### src/rtl/bpra_pkg.sv
package bpra_pkg;

    localparam int unsigned MAP_WORDS_DEF      = 8192;
    localparam int unsigned PAGES_PER_WORD_DEF = 64;
    localparam int unsigned PAGE_SHIFT         = 12;
    localparam logic [63:0] BASE_RESET         = 64'hFFFF_FFFF_0000_0000;

    localparam logic OP_ALLOC = 1'b0;
    localparam logic OP_FREE  = 1'b1;

    localparam logic [1:0] ST_OK       = 2'd0;
    localparam logic [1:0] ST_BAD_CNT  = 2'd1;
    localparam logic [1:0] ST_NO_SPACE = 2'd2;
    localparam logic [1:0] ST_OOB      = 2'd3;

    typedef struct packed {
        logic        operation;
        logic [19:0] page_count;
        logic [63:0] address;
    } t_req;

    typedef struct packed {
        logic [1:0]  status;
        logic [63:0] result_address;
    } t_rsp;

    // Controller to datapath commands.
    typedef struct packed {
        logic load;        // capture request, reset cursor
        logic rd;          // issue read at cursor word
        logic eval;        // evaluate returned word
        logic wr_alloc;    // write one word of an allocation
        logic wr_free;     // write one word of a free
        logic step;        // advance cursor
        logic finish;      // latch result
    } t_cmd;

    // Datapath to controller status.
    typedef struct packed {
        logic is_free;
        logic is_large;
        logic bad_count;
        logic oob;
        logic hit;         // search found a place
        logic scan_end;    // cursor on last word
        logic wr_last;     // last word of write sweep
    } t_sts;

endpackage

### src/rtl/bpra_ctrl.sv
module bpra_ctrl (
    input  logic           i_clk,
    input  logic           i_rst_n,
    input  logic           i_req_valid,
    output logic           o_req_ready,
    output logic           o_rsp_valid,
    input  logic           i_rsp_ready,
    input  bpra_pkg::t_sts i_sts,
    output bpra_pkg::t_cmd o_cmd,
    output logic           o_clr,
    output logic           o_clr_done
);
    import bpra_pkg::*;

    typedef enum logic [3:0] {
        S_CLEAR, S_IDLE, S_DECIDE, S_RD, S_EVAL, S_FIN,
        S_WRD, S_WEVAL, S_WR, S_RESP
    } t_state;

    t_state r_state, n_state;
    logic   r_wrap;
    logic   r_rsp_valid;

    assign o_req_ready = r_state == S_IDLE && !r_rsp_valid;
    assign o_rsp_valid = r_rsp_valid;
    assign o_clr       = r_state == S_CLEAR;
    assign o_clr_done  = r_wrap;

    always_comb begin
        o_cmd   = '0;
        n_state = r_state;
        unique case (r_state)
            S_CLEAR: if (i_sts.scan_end) n_state = S_IDLE;
            S_IDLE: begin
                if (i_req_valid && o_req_ready) begin
                    o_cmd.load = 1'b1;
                    n_state    = S_DECIDE;
                end
            end
            S_DECIDE: begin
                if (i_sts.is_free) begin
                    o_cmd.finish = 1'b1;
                    n_state = i_sts.oob ? S_RESP : S_WRD;
                end else if (i_sts.bad_count) begin
                    o_cmd.finish = 1'b1;
                    n_state = S_RESP;
                end else begin
                    n_state = S_RD;
                end
            end
            S_RD:   n_state = S_EVAL;
            S_EVAL: begin
                o_cmd.eval = 1'b1;
                n_state    = S_FIN;
            end
            S_FIN: begin
                if (i_sts.hit || i_sts.scan_end) begin
                    o_cmd.finish = 1'b1;
                    n_state = i_sts.hit ? S_WRD : S_RESP;
                end else begin
                    o_cmd.step = 1'b1;
                    n_state    = S_RD;
                end
            end
            S_WRD:   n_state = S_WEVAL;
            S_WEVAL: n_state = S_WR;
            S_WR: begin
                if (i_sts.is_free) o_cmd.wr_free = 1'b1;
                else               o_cmd.wr_alloc = 1'b1;
                if (i_sts.wr_last) begin
                    n_state = S_RESP;
                end else begin
                    o_cmd.step = 1'b1;
                    n_state    = S_WRD;
                end
            end
            S_RESP:  n_state = S_IDLE;
            default: n_state = S_IDLE;
        endcase
    end

    always_ff @(posedge i_clk) begin
        if (!i_rst_n) begin
            r_state     <= S_CLEAR;
            r_rsp_valid <= 1'b0;
            r_wrap      <= 1'b0;
        end else begin
            r_state <= n_state;
            if (r_state == S_CLEAR && i_sts.scan_end) r_wrap <= 1'b1;
            if (r_state == S_RESP) begin
                r_rsp_valid <= 1'b1;
            end else if (r_rsp_valid && i_rsp_ready) begin
                r_rsp_valid <= 1'b0;
            end
        end
    end
endmodule

### config.mk
export PLATFORM = sky130hd
export DESIGN_NAME = bpra_ctrl
export DESIGN_NICKNAME = d
export VERILOG_FILES = /design/src/rtl/bpra_pkg.sv /design/src/rtl/bpra_ctrl.sv
export SDC_FILE = /design/constraint.sdc
export NUM_CORES = 1
export LEC_CHECK = 0
export BUFFER_PORTS_ARGS = -buffer_cell sky130_fd_sc_hd__clkbuf_2
export CAP_MARGIN = 10
export CORE_AREA = 2 2 39 41
export CTS_BUF_LIST = sky130_fd_sc_hd__clkbuf_4 sky130_fd_sc_hd__clkbuf_8
export DETAILED_ROUTE_END_ITERATION = 16
export DIE_AREA = 0 0 41 43
export PLACE_DENSITY = 0.79
export SYNTH_ARGS = -nofsm -noshare
export SYNTH_HDL_FRONTEND = slang
export SYNTH_SLANG_ARGS = --single-unit
### constraint.sdc
create_clock -name i_clk -period 2.3 [get_ports i_clk]
set_clock_uncertainty 0.1 [all_clocks]
set_input_delay 0.345 -clock i_clk [delete_from_list [all_inputs] [get_ports i_clk]]
set_output_delay 0.345 -clock i_clk [all_outputs]
set_load 0.01 [all_outputs]
# Word level (Yosys, flattened, before mapping)
# Cells that the tools add are included.
# op_classes
n_mux	24
eq_ne	11
reduce_logical	9
# ops
op	count
case mux 4 bit (9 select lines)	1
two-way mux 4 bit	8
equality test 4 x 3 -> 1 bit, second input constant	4
two-way mux 1 bit	12
equality test 4 x 2 -> 1 bit, second input constant	2
equality test 4 bit, second input constant	2
equality test 4 x 1 -> 1 bit, second input constant	1
logical AND 1 bit	4
zero test 4 bit	1
case mux 1 bit (2 select lines)	2
two-way mux 2 bit	1
inequality test 2 x 1 -> 1 bit, second input constant	1
inequality test 2 bit, second input constant	1
AND reduction 2 bit	1
nonzero test 2 bit	1
zero test 1 bit	1
logical OR 1 bit	1
# word_totals
out_inout_bits	11
in_bits	11
elab_cells	47
register_bits	6

# Depth between registers and ports, before layout
# Gate-level depths: netlist of run 1.
# logic_depth
depth_word	5
depth_mapped	5
depth_no_buf	4

# Worst setup path after synthesis of run 1
# Ideal clock, no wire load.
# synth_timing
kind	register -> output
start	register r_state[0]
end	output port o_cmd[1] (netlist bit)
n_path_buf	0
t_required_ns	1.855
arrival_ns	1.149
stages_incl_launch_ff	4
slack_ns	0.706
cell_sequence	dfxtp_1 > inv_2 > or4_1 > a21oi_1
# synth_rtl
item	line	source
start: declaration	bpra_ctrl.sv:20	t_state r_state, n_state;
start signal: assignment	bpra_ctrl.sv:88	r_state <= n_state;
end: declaration	bpra_ctrl.sv:9	output bpra_pkg::t_cmd o_cmd,

==> run metrics, run 1 <==
metal3 WL=42 microns; first element of the critical path=r_state[2]$_SDFFE_PN0P_; fraction of the yosys area taken by sequential cells=22.7%; postcts setup bufs=0; ratio of cells with drive above 1 in the final layout=~30%; Sinks on Clock Net=6; endpoint kind of the worst setup timing path=output port; final estimated routing congestion in global placement=0.851; pwr/cell area=440 nW/um^2; antenna fix cells=0; Die Y=43 microns; Synth area leaders=dfxtp_1, nor2b_1, a21oi_1; Clock Power Share=33.3%; worst-case headroom to the max-slew limit=63.6%; number of hold violations in the final report=0; total cell area at the placement stage=roughly 600 sq um; ordered list of cells on the worst path=nand2b_1 > or4_1 > a21oi_1 > clkbuf_2; detailed-route wire length on metal 1=530 microns; combinational cell fraction of total power=about a quarter; run status=complete, no violations; Synth Warn #=0; total clock buffers created by CTS=3; Post-CTS Hold Fix Bufs=0; Hold/Removal Path Class=in -> reg; count of flip-flops with a built-in enable after synthesis=0; final worst-path cycle share=92.8%; max-slew violation count=0; cts repair resizes=0; maximum number of pins on one net before global-route repair=19; Pint=roughly 0.0002 W; startpoint of the lowest-slack hold path=i_rst_n; Die Wd=between 40 and 50 microns; Final Critical Period=approximately 2.1 ns; share of flip-flops with an asynchronous set or reset after synthesis=0%; ratio of routed vias to standard cells=around 5.4; worst-case register-to-register setup slack=between 0.7 and 0.8 ns; final setup violation count=0; Boundary Pins=22; share of total power consumed by net switching=around 29%; crit path buf inv count=1; worst vdd ir=0.000252 V; synthesized cell area=approximately 530 sq um; number of distinct standard cells referenced by the synthesized netlist=34; post-placement cell count=101; startpoint of the worst-slack reg-to-reg timing path=r_state[3]$_SDFFE_PN0P_; switching power summed over all nets=0.0000801 W; Top FF cell, synth=dfxtp_1; Worst Path Arrival=1.69 ns; net count after synthesis=82; total negative setup slack=0 ns; routed wirelength normalized by instance count=10.9 microns; cell type group with the largest total delay on the critical path=simple AND/OR/NAND/NOR gates; Synth top cells by count=a21oi_1, dfxtp_1, nor2b_1; flip-flop and latch count after synthesis=6; final non-filler cell area=638 sq um; clock-pin transition on the worst setup and hold timing paths=0.04 ns; full die area=1760 sq um; Antenna Nets Post-Route=0; detailed-routing iteration count for the pre-antenna-repair pass=4; starting density of the core=38.2%; insertion delay of the later-clocked pin in the worst-skew pair=0.24 ns; Max stage delay on crit path=0.56 ns; largest fanout on the critical path=13; first-pass GRT wire length=around 1800 microns; TritonCTS clock tree=yes; number of instances in the synthesized netlist=71; Routed WL=between 1000 and 1500 microns; number of rows in the core area=14; H-tree depth=1; routed length on met2=approximately 530 microns; routed vias=560; layout-stage area growth over the synthesis result=20.9%; Placement Setup Slack=around 0.42 ns; final core utilization=approximately 46%; Yosys top cell by area=dfxtp_1; part of the total power dissipated in sequential elements=41.1%; First DRT Iteration DRCs=7; CP Data Required Time=1.86 ns; actual slew at the worst max-slew pin=0.545 ns; buffer depth of the longest clock path=2; nets=101; share of Yosys cell area claimed by the top area cell type=between 20% and 30%; core region area=1380 sq um; start-to-end type of the worst setup path=reg -> out; unrepaired setup endpoints after global routing=no; total gr overflow=0; via count of the first global-routing pass=457; GR Util All Layers=15.5%; syn avg cell area=7.44 sq um; antenna violations before repair=0; Lkg Pwr=a little under 0.3 nW; final non-filler cell total=between 100 and 150; dpl hpwl=roughly 880 microns; library cell used as clock root buffer=clkbuf_4; max frequency=around 470 MHz; Worst Setup Start Kind=register; buffers added on ports=19; count of max-cap constraint violations=0; cell with the largest stage delay on the worst path=dfxtp_1; Setup WS post-layout=0.166 ns; remaining design rule violation count=0; top metal layer carrying routed signals=met4
[sequential cells by signal, indices dropped and copies added (netlist names)]
register,count
r_state,4
o_clr_done,1
o_rsp_valid,1
[metal layers]
layer | GRT usage, % | up-vias
li1 | - | 296
met1 | 19.7 | 249
met2 | 21.6 | 11
met3 | 3.14 | 4
met4 | 12.0 | 0
met5 | 0 | -
[through the flow]
stage | hold WS, ns | total power [W]
2_1_floorplan | 0.363 | 0.000162
3_3_place_gp | 0.374 | 0.000188
3_5_place_dp | 0.388 | 0.000189
4_1_cts | 0.297 | 0.000287
5_1_grt | 0.314 | 0.000302
6_report | 0.297 | 0.000280
[final timing paths]
check	to	cells after the start
setup reg to reg	r_state[3]$_SDFFE_PN0P_	4
hold reg to reg	o_clr_done$_SDFFE_PN0P_	2
hold / removal	r_state[2]$_SDFFE_PN0P_	2
setup / recovery	o_cmd[1]	4
[worst register-to-register path, stage by stage, from the launching register on]
cell and delay (ns):
dfxtp_1 0.56, nand2b_1 0.20, or3_1 0.37, o21ai_2 0.10, o211a_1 0.17
[layout by cell type, fill, tap and decap left out, types with 2 or more instances in the layout]
master	n
and2_1	3
nand3b_1	2
o21ai_1	2
nor3b_1	2
nor2b_1	5
o211ai_1	2
clkbuf_2	19
or3_1	2
a21oi_1	6
clkbuf_4	3
nor3_1	3
inv_1	3
nor2_1	4
o21ai_0	2
nand2b_1	4
dfxtp_1	6
o211a_1	2
[power groups by stage]
stage          combinational (W)  sequential, W  clock (W)
2_1_floorplan          0.0000460       0.000116          0
3_3_place_gp           0.0000711       0.000116          0
3_5_place_dp           0.0000720       0.000117          0
4_1_cts                0.0000721       0.000115  0.0000998
5_1_grt                0.0000792       0.000116   0.000107
6_report               0.0000719       0.000115  0.0000933
[cell families (layout without fill, tap and decap cells)]
group           Yosys count  after routing  synth area share [%]
compound gates           22             22                  28.0
other cells               1              1                 0.710
simple gates             31             31                  37.0
buf+inv                  10             27                  9.48
mux                       1              1                  2.13
flops                     6              6                  22.7
[final cells by class]
type,instances,area [sq um]
clock buffer,3,22.5
fill,147,746
inverter,4,15.0
multi-input combinational,55,358
sequential,6,120
tap,16,20.0
timing repair buffer,20,103
No activity file was read; power rests on OpenSTA's default activity.
==> inputs of run 2 (changes only) <==
--- a/config.mk
+++ b/config.mk
@@ -7,11 +7,13 @@
 export LEC_CHECK = 0
 export BUFFER_PORTS_ARGS = -buffer_cell sky130_fd_sc_hd__clkbuf_2
 export CAP_MARGIN = 10
-export CORE_AREA = 2 2 39 41
+export CELL_PAD_IN_SITES_DETAIL_PLACEMENT = 1
+export CELL_PAD_IN_SITES_GLOBAL_PLACEMENT = 2
+export CORE_MARGIN = 2
+export CORE_UTILIZATION = 27
 export CTS_BUF_LIST = sky130_fd_sc_hd__clkbuf_4 sky130_fd_sc_hd__clkbuf_8
 export DETAILED_ROUTE_END_ITERATION = 16
-export DIE_AREA = 0 0 41 43
-export PLACE_DENSITY = 0.79
+export PLACE_DENSITY = 0.95
 export SYNTH_ARGS = -nofsm -noshare
 export SYNTH_HDL_FRONTEND = slang
 export SYNTH_SLANG_ARGS = --single-unit
==> run metrics, run 2 (synthesis results as in run 1) <==
run status=complete, no violations; Boundary Pins=22 (unchanged); register containing the most flip-flops in the final layout=r_state; antenna fix cells=0 (unchanged); switching power summed over all nets=0.0000818 W (+2.0%); CP Data Required Time=1.86 ns (about the same); final setup violation count=0 (unchanged); Max stage delay on crit path=0.56 ns (about the same); Die Y=48.2 microns (+12%); start-to-end type of the worst setup path=reg -> out; antenna violations before repair=0 (unchanged); starting density of the core=29.6% (-8.5 points); Hold/Removal Path Class=in -> reg; number of rows in the core area=15 (+1); first element of the critical path=r_state[2]$_SDFFE_PN0P_; actual slew at the worst max-slew pin=0.559 ns (+0.0139 ns); first-pass GRT wire length=2500 microns (+37%); Antenna Nets Post-Route=0 (unchanged); ratio of cells with drive above 1 in the final layout=30.3% (+0.79 points); share of total power consumed by net switching=29.0% (+0.42 points); Post-CTS Hold Fix Bufs=0 (unchanged); startpoint of the lowest-slack hold path=i_rst_n; maximum number of pins on one net before global-route repair=19 (unchanged); GR Util All Layers=15.5% (+0.018 points); clock-pin transition on the worst setup and hold timing paths=0.04 ns (about the same); Routed WL=1460 microns (+29%); total clock buffers created by CTS=3 (unchanged); Die Wd=48.2 microns (+18%); library cell used as clock root buffer=clkbuf_4; part of the total power dissipated in sequential elements=40.9% (-0.2 points); Sinks on Clock Net=6 (unchanged); buffer depth of the longest clock path=2 (unchanged); Final Critical Period=2.18 ns (+0.0444 ns); worst-case register-to-register setup slack=0.73 ns (about the same); cts repair resizes=0 (unchanged); worst-case headroom to the max-slew limit=62.7% (-0.93 points); routed vias=582 (+3.9%); core region area=1780 sq um (+29%); Filler Cell Count=243 (+65%); combinational cell fraction of total power=26.9% (+1.3 points); Worst Setup Start Kind=register; worst vdd ir=0.000307 V (+22%); unrepaired setup endpoints after global routing=no; number of flip-flops in the largest register=4 (unchanged); total cell area at the placement stage=634 sq um (+3.0%); Placement Setup Slack=0.396 ns (-0.0278 ns); pwr/cell area=429 nW/um^2 (-2.3%); total gr overflow=0 (unchanged); nets=102 (+0.99%); insertion delay of the later-clocked pin in the worst-skew pair=0.23 ns (about the same); final worst-path cycle share=94.7% (+1.9 points); number of hold violations in the final report=0 (unchanged); via count of the first global-routing pass=575 (+26%); Setup WS post-layout=0.122 ns (-0.0444 ns); commonest cells after routing, fill and taps aside=clkbuf_2, a21oi_1, dfxtp_1, nor2b_1; ordered list of cells on the worst path=nand2b_1 > or4_1 > a21oi_1 > clkbuf_2; final non-filler cell total=114 (+9.6%); remaining design rule violation count=0 (unchanged); First DRT Iteration DRCs=6 (-1); cell with the largest stage delay on the worst path=dfxtp_1; total negative setup slack=0 ns (unchanged); TritonCTS clock tree=yes; Lkg Pwr=0.302 nW (+1.8%); final non-filler cell area=657 sq um (+2.9%); startpoint of the worst-slack reg-to-reg timing path=r_state[1]$_SDFFE_PN0P_; layout-stage area growth over the synthesis result=24.4%; max-slew violation count=0 (unchanged); R2R depth=4 (unchanged); final estimated routing congestion in global placement=0.724 (-15%); routed wirelength normalized by instance count=12.8 microns (+17%); full die area=2330 sq um (+32%); most common cell after layout, fill and taps aside=clkbuf_2; Worst Path Arrival=1.73 ns (+0.04 ns); dpl hpwl=1180 microns (+34%); post-placement cell count=111 (+9.9%); Clock Power Share=32.3% (-1.0 points); ratio of routed vias to standard cells=5.11 (-5.2%); max frequency=459 MHz (-2.0%); buffers added on ports=19 (unchanged); Pint=0.000200 W (about the same); Hold Path Depth=2 (unchanged); count of max-cap constraint violations=0 (unchanged); postcts setup bufs=0 (unchanged); H-tree depth=1 (unchanged); largest fanout on the critical path=13 (unchanged); detailed-routing iteration count for the pre-antenna-repair pass=2 (-2); endpoint kind of the worst setup timing path=output port
-- run 2: cell types whose count changed in the layout (fill, tap and decap cells not counted), sizes merged --
cell	change
buf	+1
-- run 2: worst paths after layout --
path / to
min: r_state[2]$_SDFFE_PN0P_
max: o_cmd[1]
min reg2reg: o_clr_done$_SDFFE_PN0P_
max reg2reg: r_state[1]$_SDFFE_PN0P_
-- run 2: layer usage --
metal  share of wire, %  vias to the layer above  wire length, microns  GRT usage, %
li1                   -                      293                     -             -
met1                 48                      275                   698          21.0
met2                 49                       14                   710          25.3
met3                3.3                        0                    48          1.11
met4                  0                        0                     0          6.49
met5                  0                        -                     0             0
-- run 2: area by class of cell --
cell class	count	area, sq um	area share [%]
well taps	25	31.3	4.76
inverters	4	15.0	2.29
clock buffers	3	22.5	3.43
repair buffers	21	110	16.8
flip-flops and latches	6	120	18.3
multi-input cells	55	358	54.5
-- run 2: power groups by stage --
stage | Combinational (W) | Clock, W | Sequential (W)
6_report | 0.0000757 | 0.0000911 | 0.000115
5_1_grt | 0.0000863 | 0.000101 | 0.000116
4_1_cts | 0.0000767 | 0.0000970 | 0.000115
3_5_place_dp | 0.0000759 | 0 | 0.000117
3_3_place_gp | 0.0000732 | 0 | 0.000117
2_1_floorplan | 0.0000460 | 0 | 0.000116
-- run 2: worst max-delay path: cells and delay by family, from the launching register on --
kind | cells | cell delay, ns
AOI/OAI and AO/OA | 1 | 0.18
buffers and inverters | 1 | 0.17
DFF | 1 | 0.56
and+or+nand+nor | 2 | 0.59
-- run 2: stage by stage --
stage,util [%],hold slack [ns],total power [W]
global route,36.8,0.314,0.000304
CTS,36.8,0.283,0.000289
global placement,35.6,0.373,0.000190
floorplan,-,0.363,0.000162
detailed placement,35.6,0.408,0.000193
finish,36.8,0.289,0.000282
